## src/rtl/lmdd_pkg.sv

```systemverilog
`timescale 1ns / 1ps

package lmdd_pkg;

    // default sizes of the lock manager
    localparam int MAX_TXN_DEF      = 8;
    localparam int LOCK_ENTRIES_DEF = 16;
    localparam int MAX_HOLDS_DEF    = 3;

    // per-entry sharer count limit and its width
    localparam int SHW         = 5;
    localparam int SHARERS_MAX = 31;

    // request function codes
    localparam logic [1:0] FN_BEGIN   = 2'd0;
    localparam logic [1:0] FN_ACQUIRE = 2'd1;
    localparam logic [1:0] FN_COMMIT  = 2'd2;
    localparam logic [1:0] FN_ABORT   = 2'd3;

    // result status codes
    localparam logic [2:0] ST_OK       = 3'd0;
    localparam logic [2:0] ST_REFUSED  = 3'd1;
    localparam logic [2:0] ST_WAIT     = 3'd2;
    localparam logic [2:0] ST_DEADLOCK = 3'd3;
    localparam logic [2:0] ST_FULL     = 3'd4;

    // datapath operations issued by the controller
    localparam logic [3:0] OP_NONE      = 4'd0;
    localparam logic [3:0] OP_LOAD      = 4'd1;
    localparam logic [3:0] OP_BEGIN     = 4'd2;
    localparam logic [3:0] OP_REFUSE    = 4'd3;
    localparam logic [3:0] OP_ACQ_START = 4'd4;
    localparam logic [3:0] OP_RD        = 4'd5;
    localparam logic [3:0] OP_SEV       = 4'd6;
    localparam logic [3:0] OP_ENT_RD    = 4'd7;
    localparam logic [3:0] OP_FULL      = 4'd8;
    localparam logic [3:0] OP_DEC       = 4'd9;
    localparam logic [3:0] OP_CYC       = 4'd10;
    localparam logic [3:0] OP_CHK       = 4'd11;
    localparam logic [3:0] OP_REL_START = 4'd12;
    localparam logic [3:0] OP_RWR       = 4'd13;
    localparam logic [3:0] OP_CLR       = 4'd14;

    typedef struct packed {
        logic [3:0] op;
        logic       out_load;
    } t_cmd;

    typedef struct packed {
        logic [1:0] func;
        logic       txn_ok;
        logic       target_ok;
        logic       grant;
        logic       scan_last;
        logic       cyc_last;
        logic       cycle;
        logic       clr_last;
    } t_stat;

endpackage

```

## src/rtl/lmdd_if.sv

```systemverilog
`timescale 1ns / 1ps

interface lmdd_req_if;
    logic        valid;
    logic        ready;
    logic [1:0]  func;
    logic [7:0]  txn_id;
    logic [30:0] res_key;
    logic        whole_tbl;
    logic        exclusive;

    modport source (output valid, func, txn_id, res_key, whole_tbl, exclusive,
                    input ready);
    modport sink (input valid, func, txn_id, res_key, whole_tbl, exclusive,
                  output ready);
endinterface

interface lmdd_rsp_if;
    logic       valid;
    logic       ready;
    logic [2:0] status;
    logic [3:0] new_txn_id;

    modport source (output valid, status, new_txn_id, input ready);
    modport sink (input valid, status, new_txn_id, output ready);
endinterface

```

## src/rtl/lmdd_ctrl.sv

```systemverilog
`timescale 1ns / 1ps

module lmdd_ctrl (
    input  logic            i_clk,
    input  logic            i_rst_n,
    input  logic            i_in_valid,
    output logic            o_in_ready,
    output logic            o_out_valid,
    input  logic            i_out_ready,
    input  lmdd_pkg::t_stat i_stat,
    output lmdd_pkg::t_cmd  o_cmd
);

    localparam logic [3:0] S_CLR  = 4'd0;
    localparam logic [3:0] S_IDLE = 4'd1;
    localparam logic [3:0] S_DISP = 4'd2;
    localparam logic [3:0] S_SRD  = 4'd3;
    localparam logic [3:0] S_SEV  = 4'd4;
    localparam logic [3:0] S_ERD  = 4'd5;
    localparam logic [3:0] S_DEC  = 4'd6;
    localparam logic [3:0] S_CYC  = 4'd7;
    localparam logic [3:0] S_CHK  = 4'd8;
    localparam logic [3:0] S_RRD  = 4'd9;
    localparam logic [3:0] S_RWR  = 4'd10;
    localparam logic [3:0] S_RESP = 4'd11;

    logic [3:0] r_state, n_state;
    logic       r_out_valid, n_out_valid;

    always_comb begin
        n_state         = r_state;
        o_cmd.op        = lmdd_pkg::OP_NONE;
        o_cmd.out_load  = 1'b0;
        case (r_state)
            S_CLR: begin
                o_cmd.op = lmdd_pkg::OP_CLR;
                if (i_stat.clr_last) n_state = S_IDLE;
            end
            S_IDLE: begin
                if (i_in_valid) begin
                    o_cmd.op = lmdd_pkg::OP_LOAD;
                    n_state  = S_DISP;
                end
            end
            S_DISP: begin
                n_state = S_RESP;
                if (i_stat.func == lmdd_pkg::FN_BEGIN) begin
                    o_cmd.op = lmdd_pkg::OP_BEGIN;
                end else if (!i_stat.txn_ok) begin
                    o_cmd.op = lmdd_pkg::OP_REFUSE;
                end else if (i_stat.func == lmdd_pkg::FN_ACQUIRE) begin
                    o_cmd.op = lmdd_pkg::OP_ACQ_START;
                    n_state  = S_SRD;
                end else begin
                    o_cmd.op = lmdd_pkg::OP_REL_START;
                    n_state  = S_RRD;
                end
            end
            S_SRD: begin
                o_cmd.op = lmdd_pkg::OP_RD;
                n_state  = S_SEV;
            end
            S_SEV: begin
                o_cmd.op = lmdd_pkg::OP_SEV;
                n_state  = i_stat.scan_last ? S_ERD : S_SRD;
            end
            S_ERD: begin
                if (i_stat.target_ok) begin
                    o_cmd.op = lmdd_pkg::OP_ENT_RD;
                    n_state  = S_DEC;
                end else begin
                    o_cmd.op = lmdd_pkg::OP_FULL;
                    n_state  = S_RESP;
                end
            end
            S_DEC: begin
                o_cmd.op = lmdd_pkg::OP_DEC;
                n_state  = i_stat.grant ? S_RESP : S_CYC;
            end
            S_CYC: begin
                o_cmd.op = lmdd_pkg::OP_CYC;
                if (i_stat.cyc_last) n_state = S_CHK;
            end
            S_CHK: begin
                o_cmd.op = lmdd_pkg::OP_CHK;
                n_state  = i_stat.cycle ? S_RRD : S_RESP;
            end
            S_RRD: begin
                o_cmd.op = lmdd_pkg::OP_RD;
                n_state  = S_RWR;
            end
            S_RWR: begin
                o_cmd.op = lmdd_pkg::OP_RWR;
                n_state  = i_stat.scan_last ? S_RESP : S_RRD;
            end
            S_RESP: begin
                if (!r_out_valid || i_out_ready) begin
                    o_cmd.out_load = 1'b1;
                    n_state        = S_IDLE;
                end
            end
            default: n_state = S_IDLE;
        endcase
    end

    always_comb begin
        n_out_valid = r_out_valid;
        if (o_cmd.out_load) n_out_valid = 1'b1;
        else if (i_out_ready) n_out_valid = 1'b0;
    end

    always_ff @(posedge i_clk) begin
        if (!i_rst_n) begin
            r_state     <= S_CLR;
            r_out_valid <= 1'b0;
        end else begin
            r_state     <= n_state;
            r_out_valid <= n_out_valid;
        end
    end

    assign o_in_ready  = (r_state == S_IDLE);
    assign o_out_valid = r_out_valid;

endmodule

```

## src/rtl/lmdd_dp.sv

```systemverilog
`timescale 1ns / 1ps

module lmdd_dp #(
    parameter int MAX_TXN      = lmdd_pkg::MAX_TXN_DEF,
    parameter int LOCK_ENTRIES = lmdd_pkg::LOCK_ENTRIES_DEF,
    parameter int MAX_HOLDS    = lmdd_pkg::MAX_HOLDS_DEF
) (
    input  logic            i_clk,
    input  logic            i_rst_n,
    input  lmdd_pkg::t_cmd  i_cmd,
    output lmdd_pkg::t_stat o_stat,
    input  logic [1:0]      i_func,
    input  logic [7:0]      i_txn_id,
    input  logic [30:0]     i_res_key,
    input  logic            i_whole_tbl,
    input  logic            i_exclusive,
    output logic [2:0]      o_status,
    output logic [3:0]      o_new_txn_id
);

    localparam int SW  = (MAX_TXN > 1) ? $clog2(MAX_TXN) : 1;
    localparam int OW  = $clog2(MAX_TXN + 1);
    localparam int EW  = (LOCK_ENTRIES > 1) ? $clog2(LOCK_ENTRIES) : 1;
    localparam int HW  = $clog2(MAX_HOLDS + 1);
    localparam int SHW = lmdd_pkg::SHW;
    localparam int EDW = 31 + 1 + SHW + OW;
    localparam int HAW = SW + EW;
    localparam int NW  = OW + 4;
    localparam logic [EW-1:0] E_LAST = EW'(LOCK_ENTRIES - 1);
    localparam logic [SW-1:0] T_LAST = SW'(MAX_TXN - 1);
    localparam logic [HW-1:0] H_MAX  = HW'(MAX_HOLDS);
    localparam logic [SHW-1:0] SH_MAX = SHW'(lmdd_pkg::SHARERS_MAX);

    // entry store and per-transaction hold counts
    logic [EDW-1:0] m_ent  [LOCK_ENTRIES];
    logic [HW-1:0]  m_hold [2**HAW];
    logic [EDW-1:0] r_rd_ent;
    logic [HW-1:0]  r_rd_hold;

    // latched request
    logic [1:0]  r_func;
    logic [7:0]  r_tid;
    logic [30:0] r_res;
    logic        r_tbl;
    logic        r_excl;

    logic [LOCK_ENTRIES-1:0] r_valid;
    logic [MAX_TXN-1:0]      r_active;
    logic [OW-1:0]           r_slots;
    logic [MAX_TXN-1:0]      r_waits [MAX_TXN];
    logic [MAX_TXN-1:0]      r_reach [MAX_TXN];
    logic [EW-1:0]           r_cnt;
    logic                    r_found, r_free, r_new;
    logic [EW-1:0]           r_midx, r_fidx, r_tgt;
    logic [SW-1:0]           r_k, r_i;
    logic                    r_edge;
    logic [SW-1:0]           r_ebit;
    logic [HAW-1:0]          r_clr;
    logic [2:0]              r_status;
    logic [3:0]              r_newid;
    logic [2:0]              r_o_status;
    logic [3:0]              r_o_newid;

    logic [SW-1:0]  slot;
    logic [OW-1:0]  my_id;
    logic [7:0]     tid_m1;
    logic [NW-1:0]  next_id;
    logic [30:0]    rd_res;
    logic           rd_tbl;
    logic [SHW-1:0] rd_sh;
    logic [OW-1:0]  rd_own;
    logic [SHW-1:0] cur_sh;
    logic [OW-1:0]  cur_own;
    logic           grant, overflow;
    logic [MAX_TXN-1:0] row_new;
    logic [MAX_TXN-1:0] diag;
    logic [MAX_TXN-1:0] edge_row;
    logic [SHW-1:0] rel_sh;
    logic [OW-1:0]  rel_own;
    logic [EW-1:0]  ent_raddr;
    logic           ent_we;
    logic [EW-1:0]  ent_waddr;
    logic [EDW-1:0] ent_wdata;
    logic           hold_we;
    logic [HAW-1:0] hold_waddr;
    logic [HW-1:0]  hold_wdata;
    logic [EW-1:0]  tgt_sel;

    assign tid_m1  = r_tid - 8'd1;
    assign slot    = tid_m1[SW-1:0];
    assign my_id   = OW'(slot) + OW'(1);
    assign next_id = NW'(r_slots) + NW'(1);
    assign {rd_res, rd_tbl, rd_sh, rd_own} = r_rd_ent;
    assign cur_sh  = r_new ? '0 : rd_sh;
    assign cur_own = r_new ? '0 : rd_own;
    assign tgt_sel = r_found ? r_midx : r_fidx;

    // grant rule and hold overflow on the target entry
    always_comb begin
        if (!r_excl) begin
            grant = (cur_own == '0) || (cur_own == my_id);
        end else begin
            grant = ((cur_own == '0) && (cur_sh == '0)) || (cur_own == my_id) ||
                    ((cur_own == '0) && (cur_sh == SHW'(1)) && (r_rd_hold != '0));
        end
        overflow = !r_excl && ((r_rd_hold >= H_MAX) || (cur_sh >= SH_MAX));
    end

    // waits-for edge from the requester to the current owner, if any
    always_comb begin
        edge_row = '0;
        if (cur_own != '0) edge_row[SW'(cur_own - OW'(1))] = 1'b1;
    end

    // one row of the reachability closure
    always_comb begin
        row_new = r_reach[r_i];
        for (int j = 0; j < MAX_TXN; j++) begin
            if (r_reach[r_i][j]) row_new = row_new | r_reach[j];
        end
        for (int j = 0; j < MAX_TXN; j++) diag[j] = r_reach[j][j];
    end

    // release of one entry
    always_comb begin
        rel_sh  = (SHW'(r_rd_hold) > rd_sh) ? '0 : rd_sh - SHW'(r_rd_hold);
        rel_own = (rd_own == my_id) ? '0 : rd_own;
    end

    // memory ports
    always_comb begin
        ent_raddr  = (i_cmd.op == lmdd_pkg::OP_ENT_RD) ? tgt_sel : r_cnt;
        ent_we     = 1'b0;
        ent_waddr  = r_tgt;
        ent_wdata  = {r_res, r_tbl, cur_sh, cur_own};
        hold_we    = 1'b0;
        hold_waddr = {slot, r_tgt};
        hold_wdata = r_rd_hold + HW'(1);
        case (i_cmd.op)
            lmdd_pkg::OP_DEC: begin
                if (grant && !overflow) begin
                    ent_we = 1'b1;
                    if (!r_excl) begin
                        ent_wdata = {r_res, r_tbl, cur_sh + SHW'(1), cur_own};
                        hold_we   = 1'b1;
                    end else begin
                        ent_wdata = {r_res, r_tbl, cur_sh, my_id};
                    end
                end
            end
            lmdd_pkg::OP_RWR: begin
                ent_we     = r_valid[r_cnt];
                ent_waddr  = r_cnt;
                ent_wdata  = {rd_res, rd_tbl, rel_sh, rel_own};
                hold_we    = 1'b1;
                hold_waddr = {slot, r_cnt};
                hold_wdata = '0;
            end
            lmdd_pkg::OP_CLR: begin
                hold_we    = 1'b1;
                hold_waddr = r_clr;
                hold_wdata = '0;
            end
            default: ;
        endcase
    end

    always_ff @(posedge i_clk) begin
        if (ent_we) m_ent[ent_waddr] <= ent_wdata;
        r_rd_ent <= m_ent[ent_raddr];
    end

    always_ff @(posedge i_clk) begin
        if (hold_we) m_hold[hold_waddr] <= hold_wdata;
        r_rd_hold <= m_hold[{slot, ent_raddr}];
    end

    // request latch and result registers
    always_ff @(posedge i_clk) begin
        if (i_cmd.op == lmdd_pkg::OP_LOAD) begin
            r_func <= i_func;
            r_tid  <= i_txn_id;
            r_res  <= i_res_key;
            r_tbl  <= i_whole_tbl;
            r_excl <= i_exclusive;
        end
        if (i_cmd.out_load) begin
            r_o_status <= r_status;
            r_o_newid  <= r_newid;
        end
    end

    always_ff @(posedge i_clk) begin
        if (!i_rst_n) begin
            r_valid  <= '0;
            r_active <= '0;
            r_slots  <= '0;
            for (int t = 0; t < MAX_TXN; t++) begin
                r_waits[t] <= '0;
                r_reach[t] <= '0;
            end
            r_cnt    <= '0;
            r_found  <= 1'b0;
            r_free   <= 1'b0;
            r_new    <= 1'b0;
            r_midx   <= '0;
            r_fidx   <= '0;
            r_tgt    <= '0;
            r_k      <= '0;
            r_i      <= '0;
            r_edge   <= 1'b0;
            r_ebit   <= '0;
            r_clr    <= '0;
            r_status <= lmdd_pkg::ST_OK;
            r_newid  <= '0;
        end else begin
            case (i_cmd.op)
                lmdd_pkg::OP_LOAD: begin
                    r_newid  <= '0;
                    r_status <= lmdd_pkg::ST_REFUSED;
                end
                lmdd_pkg::OP_BEGIN: begin
                    if (r_slots < OW'(MAX_TXN)) begin
                        r_active[r_slots[SW-1:0]] <= 1'b1;
                        r_slots  <= next_id[OW-1:0];
                        r_newid  <= next_id[3:0];
                        r_status <= lmdd_pkg::ST_OK;
                    end
                end
                lmdd_pkg::OP_REFUSE: r_status <= lmdd_pkg::ST_REFUSED;
                lmdd_pkg::OP_ACQ_START: begin
                    r_waits[slot] <= '0;
                    r_cnt   <= '0;
                    r_found <= 1'b0;
                    r_free  <= 1'b0;
                end
                lmdd_pkg::OP_SEV: begin
                    if (r_valid[r_cnt]) begin
                        if (!r_found && rd_res == r_res && rd_tbl == r_tbl) begin
                            r_found <= 1'b1;
                            r_midx  <= r_cnt;
                        end
                    end else if (!r_free) begin
                        r_free <= 1'b1;
                        r_fidx <= r_cnt;
                    end
                    r_cnt <= r_cnt + EW'(1);
                end
                lmdd_pkg::OP_ENT_RD: begin
                    r_tgt <= tgt_sel;
                    r_new <= !r_found;
                end
                lmdd_pkg::OP_FULL: r_status <= lmdd_pkg::ST_FULL;
                lmdd_pkg::OP_DEC: begin
                    if (grant) begin
                        if (overflow) begin
                            r_status <= lmdd_pkg::ST_FULL;
                        end else begin
                            r_status <= lmdd_pkg::ST_OK;
                            r_valid[r_tgt] <= 1'b1;
                        end
                    end else begin
                        // add the edge, then seed the closure with the whole matrix
                        r_edge <= (cur_own != '0);
                        r_ebit <= SW'(cur_own - OW'(1));
                        for (int t = 0; t < MAX_TXN; t++)
                            r_reach[t] <= (SW'(t) == slot) ? (r_waits[t] | edge_row)
                                                           : r_waits[t];
                        r_waits[slot] <= r_waits[slot] | edge_row;
                        r_k <= '0;
                        r_i <= '0;
                    end
                end
                lmdd_pkg::OP_CYC: begin
                    r_reach[r_i] <= row_new;
                    if (r_i == T_LAST) begin
                        r_i <= '0;
                        r_k <= r_k + SW'(1);
                    end else begin
                        r_i <= r_i + SW'(1);
                    end
                end
                lmdd_pkg::OP_CHK: begin
                    if (|diag) begin
                        if (r_edge) r_waits[slot][r_ebit] <= 1'b0;
                        r_status <= lmdd_pkg::ST_DEADLOCK;
                        r_cnt    <= '0;
                    end else begin
                        r_status <= lmdd_pkg::ST_WAIT;
                    end
                end
                lmdd_pkg::OP_REL_START: begin
                    r_status <= lmdd_pkg::ST_OK;
                    r_cnt    <= '0;
                end
                lmdd_pkg::OP_RWR: begin
                    if (r_valid[r_cnt] && rel_sh == '0 && rel_own == '0)
                        r_valid[r_cnt] <= 1'b0;
                    if (r_cnt == E_LAST) r_active[slot] <= 1'b0;
                    r_cnt <= r_cnt + EW'(1);
                end
                lmdd_pkg::OP_CLR: r_clr <= r_clr + HAW'(1);
                default: ;
            endcase
        end
    end

    assign o_stat.func      = r_func;
    assign o_stat.txn_ok    = (r_tid != 8'd0) && (r_tid <= 8'(r_slots)) && r_active[slot];
    assign o_stat.target_ok = r_found || r_free;
    assign o_stat.grant     = grant;
    assign o_stat.scan_last = (r_cnt == E_LAST);
    assign o_stat.cyc_last  = (r_i == T_LAST) && (r_k == T_LAST);
    assign o_stat.cycle     = |diag;
    assign o_stat.clr_last  = &r_clr;
    assign o_status         = r_o_status;
    assign o_new_txn_id     = r_o_newid;

endmodule

```

## src/rtl/lock_manager_deadlock_detect_unit.sv

```systemverilog
`timescale 1ns / 1ps

// Shared/exclusive lock manager with waits-for deadlock detection.
// i_req carries one request transaction (begin, acquire, commit, abort);
// o_rsp returns exactly one result transaction per request, in order.
// Requests are taken one at a time: i_req.ready is high only while the
// controller is idle, so each request runs to completion before the next.
// Work per request, L = LOCK_ENTRIES, T = MAX_TXN:
//   begin, or any request from an unknown transaction : dispatch only
//   commit / abort : read then write back every one of the L entries
//   acquire granted : search of all L entries, one memory port per step
//   acquire refused : adds the waits-for closure, T passes over the T
//   matrix rows, one row a cycle; a deadlock adds the release sweep.
// The result sits in an output register, so a new request is accepted
// while the previous result still waits for o_rsp.ready; if the receiver
// stalls, the next result is held in the controller until the register
// frees up. After reset the hold-count memory is cleared, one word a
// cycle, all 2**(clog2(T)+clog2(L)) words (128 at the defaults), with
// i_req.ready low; all entries, transactions and waits are then empty.
module lock_manager_deadlock_detect_unit #(
    parameter int MAX_TXN      = lmdd_pkg::MAX_TXN_DEF,
    parameter int LOCK_ENTRIES = lmdd_pkg::LOCK_ENTRIES_DEF,
    parameter int MAX_HOLDS    = lmdd_pkg::MAX_HOLDS_DEF
) (
    input  logic        i_clk,
    input  logic        i_rst_n,
    lmdd_req_if.sink    i_req,
    lmdd_rsp_if.source  o_rsp
);

    lmdd_pkg::t_cmd  cmd;
    lmdd_pkg::t_stat stat;

    // sequencing: accept, dispatch, sweep, hand the result over
    lmdd_ctrl u_ctrl (
        .i_clk       (i_clk),
        .i_rst_n     (i_rst_n),
        .i_in_valid  (i_req.valid),
        .o_in_ready  (i_req.ready),
        .o_out_valid (o_rsp.valid),
        .i_out_ready (o_rsp.ready),
        .i_stat      (stat),
        .o_cmd       (cmd)
    );

    // lock table, hold counts, waits-for matrix and result registers
    lmdd_dp #(
        .MAX_TXN      (MAX_TXN),
        .LOCK_ENTRIES (LOCK_ENTRIES),
        .MAX_HOLDS    (MAX_HOLDS)
    ) u_dp (
        .i_clk         (i_clk),
        .i_rst_n       (i_rst_n),
        .i_cmd         (cmd),
        .o_stat        (stat),
        .i_func        (i_req.func),
        .i_txn_id      (i_req.txn_id),
        .i_res_key     (i_req.res_key),
        .i_whole_tbl   (i_req.whole_tbl),
        .i_exclusive   (i_req.exclusive),
        .o_status      (o_rsp.status),
        .o_new_txn_id  (o_rsp.new_txn_id)
    );

endmodule
```

## src/flat_wrapper.sv

```systemverilog
// flat-port wrapper written by rule: the top's interface ports become plain ports
module lock_manager_deadlock_detect_unit_flat 
#(
    parameter int MAX_TXN      = lmdd_pkg::MAX_TXN_DEF,
    parameter int LOCK_ENTRIES = lmdd_pkg::LOCK_ENTRIES_DEF,
    parameter int MAX_HOLDS    = lmdd_pkg::MAX_HOLDS_DEF
)
  (i_clk, i_rst_n, i_req_valid, i_req_func, i_req_txn_id, i_req_res_key, i_req_whole_tbl, i_req_exclusive, i_req_ready, o_rsp_valid, o_rsp_status, o_rsp_new_txn_id, o_rsp_ready);
  lmdd_req_if i_req_i ();
  lmdd_rsp_if o_rsp_i ();
  input  logic i_clk;
  input  logic i_rst_n;
  input wire logic [$bits(i_req_i.valid)-1:0] i_req_valid;
  input wire logic [$bits(i_req_i.func)-1:0] i_req_func;
  input wire logic [$bits(i_req_i.txn_id)-1:0] i_req_txn_id;
  input wire logic [$bits(i_req_i.res_key)-1:0] i_req_res_key;
  input wire logic [$bits(i_req_i.whole_tbl)-1:0] i_req_whole_tbl;
  input wire logic [$bits(i_req_i.exclusive)-1:0] i_req_exclusive;
  output wire logic [$bits(i_req_i.ready)-1:0] i_req_ready;
  output wire logic [$bits(o_rsp_i.valid)-1:0] o_rsp_valid;
  output wire logic [$bits(o_rsp_i.status)-1:0] o_rsp_status;
  output wire logic [$bits(o_rsp_i.new_txn_id)-1:0] o_rsp_new_txn_id;
  input wire logic [$bits(o_rsp_i.ready)-1:0] o_rsp_ready;
  assign i_req_i.valid = i_req_valid;
  assign i_req_i.func = i_req_func;
  assign i_req_i.txn_id = i_req_txn_id;
  assign i_req_i.res_key = i_req_res_key;
  assign i_req_i.whole_tbl = i_req_whole_tbl;
  assign i_req_i.exclusive = i_req_exclusive;
  assign i_req_ready = i_req_i.ready;
  assign o_rsp_valid = o_rsp_i.valid;
  assign o_rsp_status = o_rsp_i.status;
  assign o_rsp_new_txn_id = o_rsp_i.new_txn_id;
  assign o_rsp_i.ready = o_rsp_ready;
  lock_manager_deadlock_detect_unit #(.MAX_TXN(MAX_TXN), .LOCK_ENTRIES(LOCK_ENTRIES), .MAX_HOLDS(MAX_HOLDS)) u_core (.i_clk(i_clk), .i_rst_n(i_rst_n), .i_req(i_req_i), .o_rsp(o_rsp_i));
endmodule
```

## config.mk

```make
export PLATFORM = sky130hd
export DESIGN_NAME = lock_manager_deadlock_detect_unit_flat
export DESIGN_NICKNAME = d
export VERILOG_FILES = /design/src/rtl/lmdd_pkg.sv /design/src/rtl/lmdd_if.sv /design/src/rtl/lmdd_ctrl.sv /design/src/rtl/lmdd_dp.sv /design/src/rtl/lock_manager_deadlock_detect_unit.sv /design/src/flat_wrapper.sv
export SDC_FILE = /design/constraint.sdc
export NUM_CORES = 2
export LEC_CHECK = 0
export BUFFER_PORTS_ARGS = -buffer_cell sky130_fd_sc_hd__buf_4
export CORE_MARGIN = 1
export CORE_UTILIZATION = 61
export DETAILED_ROUTE_END_ITERATION = 16
export PLACE_DENSITY = 0.88
export REMOVE_ABC_BUFFERS = 1
export SYNTH_ARGS = -nofsm -noshare
export SYNTH_HDL_FRONTEND = slang
export SYNTH_SLANG_ARGS = --single-unit
```

## constraint.sdc

```tcl
create_clock -name i_clk -period 7.7 [get_ports i_clk]
set_input_delay 1.54 -clock i_clk [delete_from_list [all_inputs] [get_ports i_clk]]
set_output_delay 1.54 -clock i_clk [all_outputs]
set_load 0.01 [all_outputs]
```

-- Yosys cells after proc, flatten, opt, wreduce, memory -nomap -nowiden
Memory sizes are Yosys's and may differ from the RTL's. A register that Yosys moved wholly into a read port is not among the register bits.
Cells that the tools add are included.
- add/subtract/negate cells: 11
- equality and inequality tests: 55
- bitwise logic cells: 43
- order comparisons: 17
- mux-type cells: 145
- reductions and logical operators: 69
- operator list (operator ; count):
    $mux 8 ; 32
    $or 8x8->8 ; 18
    $pmux 41 s2 ; 1
    $mux 4 ; 20
    $mux 1 ; 49
    $eq 4x4->1 const B ; 12
    $mux 16 ; 3
    $pmux 4 s12 ; 1
    $pmux 4 s10 ; 1
    $mux 3 ; 11
    $pmux 16 s2 ; 1
    $eq 31x31->1 ; 1
    $eq 4x3->1 const B ; 7
    $reduce_or 8->1 ; 3
    $ne 2x2->1 const B ; 11
    $logic_and 1x1->1 ; 18
    $mux 9 ; 2
    $pmux 3 s6 ; 1
    $reduce_and 3->1 ; 6
    $or 1x1->1 ; 17
    $and 16x16->16 ; 1
    $eq 4x2->1 const B ; 4
    $lt 3x4->1 const B ; 4
    $not 16->16 ; 1
    57 further kinds ; 115
- memories: 4
- input port bits: 47
- memory bits (writable): 1040
- logic and storage cells: 370
- register bits: 126
- memories (name ; words ; width ; read ports ; clocked after memory_dff ; write ports ; RTL line ; source):
    u_core.u_dp.m_ent ; 16 ; 41 ; 1 ; 1 ; 1 ; lmdd_dp.sv:35 ; logic [EDW-1:0] m_ent [LOCK_ENTRIES];
    u_core.u_dp.m_hold ; 128 ; 2 ; 1 ; 1 ; 1 ; lmdd_dp.sv:36 ; logic [HW-1:0] m_hold [2**HAW];
    u_core.u_dp.r_reach ; 8 ; 8 ; 9 ; 1 ; 8 ; lmdd_dp.sv:51 ; logic [MAX_TXN-1:0] r_reach [MAX_TXN];
    u_core.u_dp.r_waits ; 8 ; 8 ; 9 ; 0 ; 8 ; lmdd_dp.sv:50 ; logic [MAX_TXN-1:0] r_waits [MAX_TXN];

-- Depth between registers and ports, before layout
An unclocked memory read counts as a cell.
- word-level depth: 18
- mapped depth: 16
- gate-level depth less buffers: 14

-- Hierarchy
A second synthesis with hierarchy kept.
- cell total of the unflattened synthesis: 3499
- area total of the unflattened synthesis: 51121.5 µm²
- modules (own cells, without submodules) (module ; times used ; cells an instance ; area each (µm²) ; sequential area each (µm²)):
    lmdd_dp ; 1 ; 3415 ; 50528.5 ; 35073.6
    lmdd_ctrl ; 1 ; 84 ; 593.1 ; 100.1

-- Worst setup path before layout
Ideal clock, no wire load.
- kind: register -> register
- start point: register u_core.u_ctrl.r_state[2]
- end point: memory u_core.u_dp.m_hold[0][0] (netlist bit) (data pin)
- arrival time: 5.861 ns
- clock period less this slack: 7.012 ns
- library setup time: 1.151 ns
- data required time: 6.549 ns
- cell stages (with the launch flop): 5
- buffers on the path: 2
- setup slack: 0.688 ns
- cell sequence: dfxtp_1 buf_1 nor4_2 clkbuf_1 nor3_1
- word-level cells in the longest chain between the ends: 6
- elaborated cells on any way between the ends: 17
- RTL lines (item ; RTL line ; source):
    from (decl) ; lmdd_ctrl.sv:27 ; logic [3:0] r_state, n_state;
    from (signal assigned) ; lmdd_ctrl.sv:117 ; r_state <= n_state;
    $eq 4x4->1 / $eq 4x2->1 (equally long branches) ; lmdd_ctrl.sv:34 ; case (r_state)
    $reduce_or 2->1 (no source line) ; n/a ;
    $pmux 4 s10 (*) ; lmdd_ctrl.sv:34 ;
    $eq 4x4->1 ; lmdd_dp.sv:139 ; case (i_cmd.op)
    $reduce_or 2->1 (no source line) (*) ; n/a ;
    $mux 2 (*) ; lmdd_dp.sv:139 ;
    via u_core.u_dp.hold_wdata[0] ; lmdd_dp.sv:86 ; logic [HW-1:0] hold_wdata;
    to (decl) ; lmdd_dp.sv:36 ;
Mark *: on every way through the listed nets, which the timed path passes. The rest lies on a longest branch.

-- Worst setup path after layout
- start point: register u_core.u_dp.r_tid[0]
- end point: memory u_core.u_dp.m_ent[14][16] (netlist bit) (enable)
- word-level cells in the longest chain between the ends: 11
- elaborated cells on any way between the ends: 24
- RTL lines (item ; RTL line ; source):
    from (decl) ; lmdd_dp.sv:42 ; logic [7:0] r_tid;
    from (signal assigned) ; lmdd_dp.sv:182 ; r_tid <= i_txn_id;
    $sub 3x1->3 ; lmdd_dp.sv:89 ; assign tid_m1 = r_tid - 8'd1;
    $bmux 1 s3 / $add 3x1->4 (equally long branches) ; lmdd_dp.sv:309, lmdd_dp.sv:91 ;
    $mux 1 (implied by the code) / $eq 4x4->1 (equally long branches) ; lmdd_dp.sv:309, lmdd_dp.sv:101, lmdd_dp.sv:103 ;
    $logic_and 1x1->1 / $logic_or 1x1->1 (equally long branches) ; lmdd_dp.sv:309, lmdd_dp.sv:103 ;
    $mux 4 / $logic_or 1x1->1 (equally long branches) ; lmdd_ctrl.sv:49, lmdd_dp.sv:103 ;
    $mux 4 / $mux 1 (equally long branches) ; lmdd_ctrl.sv:47, lmdd_dp.sv:100 ;
    $pmux 4 s10 / $logic_and 1x1->1 (equally long branches) ; lmdd_ctrl.sv:34, lmdd_dp.sv:141 ;
    $eq 4x4->1 / $mux 1 (equally long branches) ; lmdd_dp.sv:139, lmdd_dp.sv:141 ;
    $pmux 1 s2 ; lmdd_dp.sv:139 ;
    $mux 1 ; lmdd_dp.sv:169 ; if (ent_we) m_ent[ent_waddr] <= ent_wdata;
    $mux 1 (implied by the code) ; lmdd_dp.sv:169 ;
    to (decl) ; lmdd_dp.sv:35 ;
Several ways; a longest one is shown, not always the timed one. The select of a mux whose other input is x is not followed.

==> results.json <==
{
  "synth-seq-area-share": 0.6930,
  "crit_arrival_ns": 6.61,
  "cp_top_family": "simple AND/OR/NAND/NOR gates",
  "synth_edf_count": 1090,
  "antenna_found_initial": 0,
  "portBuffers": 55,
  "syn_area_um2": 50760,
  "critPathMaxFanout": 25,
  "synth_warnings": 0,
  "start_util": 0.6172,
  "ant_nets": 0,
  "dr.pass1.iters": 10,
  "hold_path_class": "reg -> reg",
  "track_usage": 0.3276,
  "clock.fmax_ghz": 0.1603,
  "place_congestion": 0.9487,
  "grt_start_max_net_pins": 174,
  "p_leak_nw": 18.38,
  "crit_buf_inv": 3,
  "path_class": "reg -> reg",
  "fin_skew_ns": 0.04695,
  "cpPeakStageDelay_ns": 1.03,
  "pin_count": 56,
  "synth.top_cell.area_share": 0.6448,
  "status": "finished clean",
  "dieArea_um2": 84370,
  "grt_pass1_vias": 31510,
  "whs_ns": 0.4318,
  "instances_no_fill": 4478,
  "hold_violations": 0,
  "grt_pass1_wl_um": 204000,
  "design.core.area_um2": 82240,
  "cts.sinks": 1212,
  "rsz0062_at_grt": "false",
  "setup_viol": 0,
  "synth_cells": 3283,
  "synth.area.top_cells": "edfxtp_1, mux4_2, dfxtp_1",
  "placed_cells": 4266,
  "dp_hpwl_um": 78380,
  "cts-root-buf": "clkbuf_16",
  "async_flop_share": 0,
  "cts_hold_buf": 0,
  "synth_ff_type": "edfxtp_1",
  "layout_common_cells": "edfxtp_1, nor2_1, nand2_1, mux4_2, a21oi_1",
  "relSlewSlack": 0.1144,
  "power_w": 0.01321,
  "via_per_inst": 7.180,
  "drive_gt1_frac": 0.1763,
  "syn_area_per_cell_um2": 15.46,
  "dr.first_iter.drc_count": 5749,
  "crit_slowest_cell": "nor2_4",
  "vias": 32150,
  "insertion_delay_ns": 0.69,
  "final_common_cell": "edfxtp_1",
  "utilization": 0.6831,
  "peakVddDrop_mv": 0.2513,
  "ys_ff_latch": 1212,
  "syn_to_final_growth_pct": 10.67,
  "required_ns": 8.07,
  "end_kind": "flop",
  "period_needed_ns": 6.239,
  "drc": 0,
  "die_w_um": 290.5,
  "final_max_slew_viol_count": 0,
  "power_density_nw_per_um2": 235.2,
  "period_share": 0.8103,
  "postCtsSetupRepairBufs": 0,
  "start_kind": "flop",
  "clkTransAtPathRegs_ns": 0.07,
  "wl_per_cell_um": 31.00,
  "tns_ns": 0,
  "ctsResizeCount": 0,
  "yosys.area.top_type": "edfxtp_1",
  "num_antenna_cells": 0,
  "cp_cell_sequence": "inv_1, ha_1, ha_1, inv_2, ha_1, nor2_1, o31ai_1, a21oi_1, or3_1, nand2_1, o21ai_0, nor2_4, buf_4",
  "num-nets-final": 3388,
  "tightest_slew_ns": 1.322,
  "rows": 105,
  "drv_cap": 0,
  "cts_buffers": 112,
  "htree_num_levels": 3,
  "max-clock-path-buffers": 3,
  "overflow": 0,
  "cts_tree": "yes",
  "synth_cell_type_count": 83,
  "die_h_um": 290.5,
  "finalWirelength_um": 138800,
  "cp_common_cell": "ha_1"
}
==> final cells by class <==
class	count	area [um2]
Inverter	35	131.4
Clock buffer	146	3052
Clock inverter	66	864.6
Multi-Input combinational cell	1845	14810
Sequential cell	1212	35170
Fill cell	4912	26070
Tap cell	1070	1339
Timing Repair Buffer	104	805.8
==> flip-flops by register name, indices dropped and copies added (netlist names), 8 cells and up, named ones only <==
register and count:
u_core.u_dp.r_waits 64, u_core.u_dp.r_tid 8, u_core.u_dp.r_reach 64, u_core.u_dp.m_hold 256
u_core.u_dp.r_valid 16, u_core.u_dp.m_ent 656, u_core.u_dp.r_rd_ent 41, u_core.u_dp.r_res 31
u_core.u_dp.r_active 8
==> where the power goes <==
part	total, W	internal [W]	switching (W)
registers	0.00712	0.00710	0.0000201
clock network	0.00595	0.00344	0.00250
logic	0.000148	0.0000442	0.000103
total	0.0132	0.0106	0.00263
==> synthesized netlist by cell type, drive strengths merged, types with 6 or more instances <==
| master | n |
|---|---|
| or3 | 12 |
| nor3 | 28 |
| nand4 | 27 |
| a22oi | 46 |
| o22ai | 67 |
| nor2b | 24 |
| nand3b | 12 |
| nor4 | 18 |
| mux4 | 249 |
| mux2 | 18 |
| nand2b | 15 |
| o211ai | 17 |
| dfxtp | 122 |
| nand2 | 273 |
| a221oi | 15 |
| or2 | 7 |
| a32o | 10 |
| edfxtp | 1090 |
| xnor2 | 36 |
| nand3 | 84 |
| clkbuf | 97 |
| buf | 94 |
| a211oi | 36 |
| inv | 35 |
| and3 | 50 |
| mux2i | 28 |
| ha | 30 |
| a22o | 6 |
| a31oi | 11 |
| a311oi | 14 |
| xor2 | 9 |
| o21ai | 84 |
| o31ai | 12 |
| a21o | 6 |
| o21a | 7 |
| and2 | 13 |
| nor2 | 387 |
| a21oi | 130 |
| nor3b | 6 |
==> routing by layer <==
metal	global-route usage	vias up	wire [um]
li1	-	12950	-
met1	0.4231	15650	46650
met2	0.5337	2997	67380
met3	0.06332	561	16740
met4	0.1703	0	8032
met5	0	-	0
==> stage by stage <==
stage / cell area, um2 / setup WS [ns]
3_5_place_dp: 52260 / 1.588
3_3_place_gp: 52260 / 1.912
4_1_cts: 56180 / 1.489
5_1_grt: 56180 / 1.159
6_report: 56180 / 1.461
2_1_floorplan: 49910 / -3.946
==> kinds of logic after synthesis <==
family | Yosys count | synth area share
flip-flops | 1212 | 0.6930
multiplexers | 295 | 0.1200
AND/OR/NAND/NOR | 964 | 0.08561
buffers and inverters | 226 | 0.01930
AO/OA/AOI/OAI | 509 | 0.06638
XOR/XNOR | 45 | 0.007765
adder cells (fa/ha/maj) | 32 | 0.007987
==> worst paths after layout <==
kind | startpoint | endpoint | slack, ns | depth (start not counted)
setup / recovery | u_core.u_dp.r_tid[0] | u_core.u_dp.m_ent[14][16] | 1.46 | 13
hold / removal | u_core.u_dp.r_newid[1] | u_core.u_dp.o_new_txn_id[1] | 0.43 | 0
setup reg to reg | u_core.u_dp.r_tid[0] | u_core.u_dp.m_ent[14][16] | 1.46 | 13
hold reg to reg | u_core.u_dp.r_newid[1] | u_core.u_dp.o_new_txn_id[1] | 0.43 | 0
No activity file was read; power rests on OpenSTA's default activity.
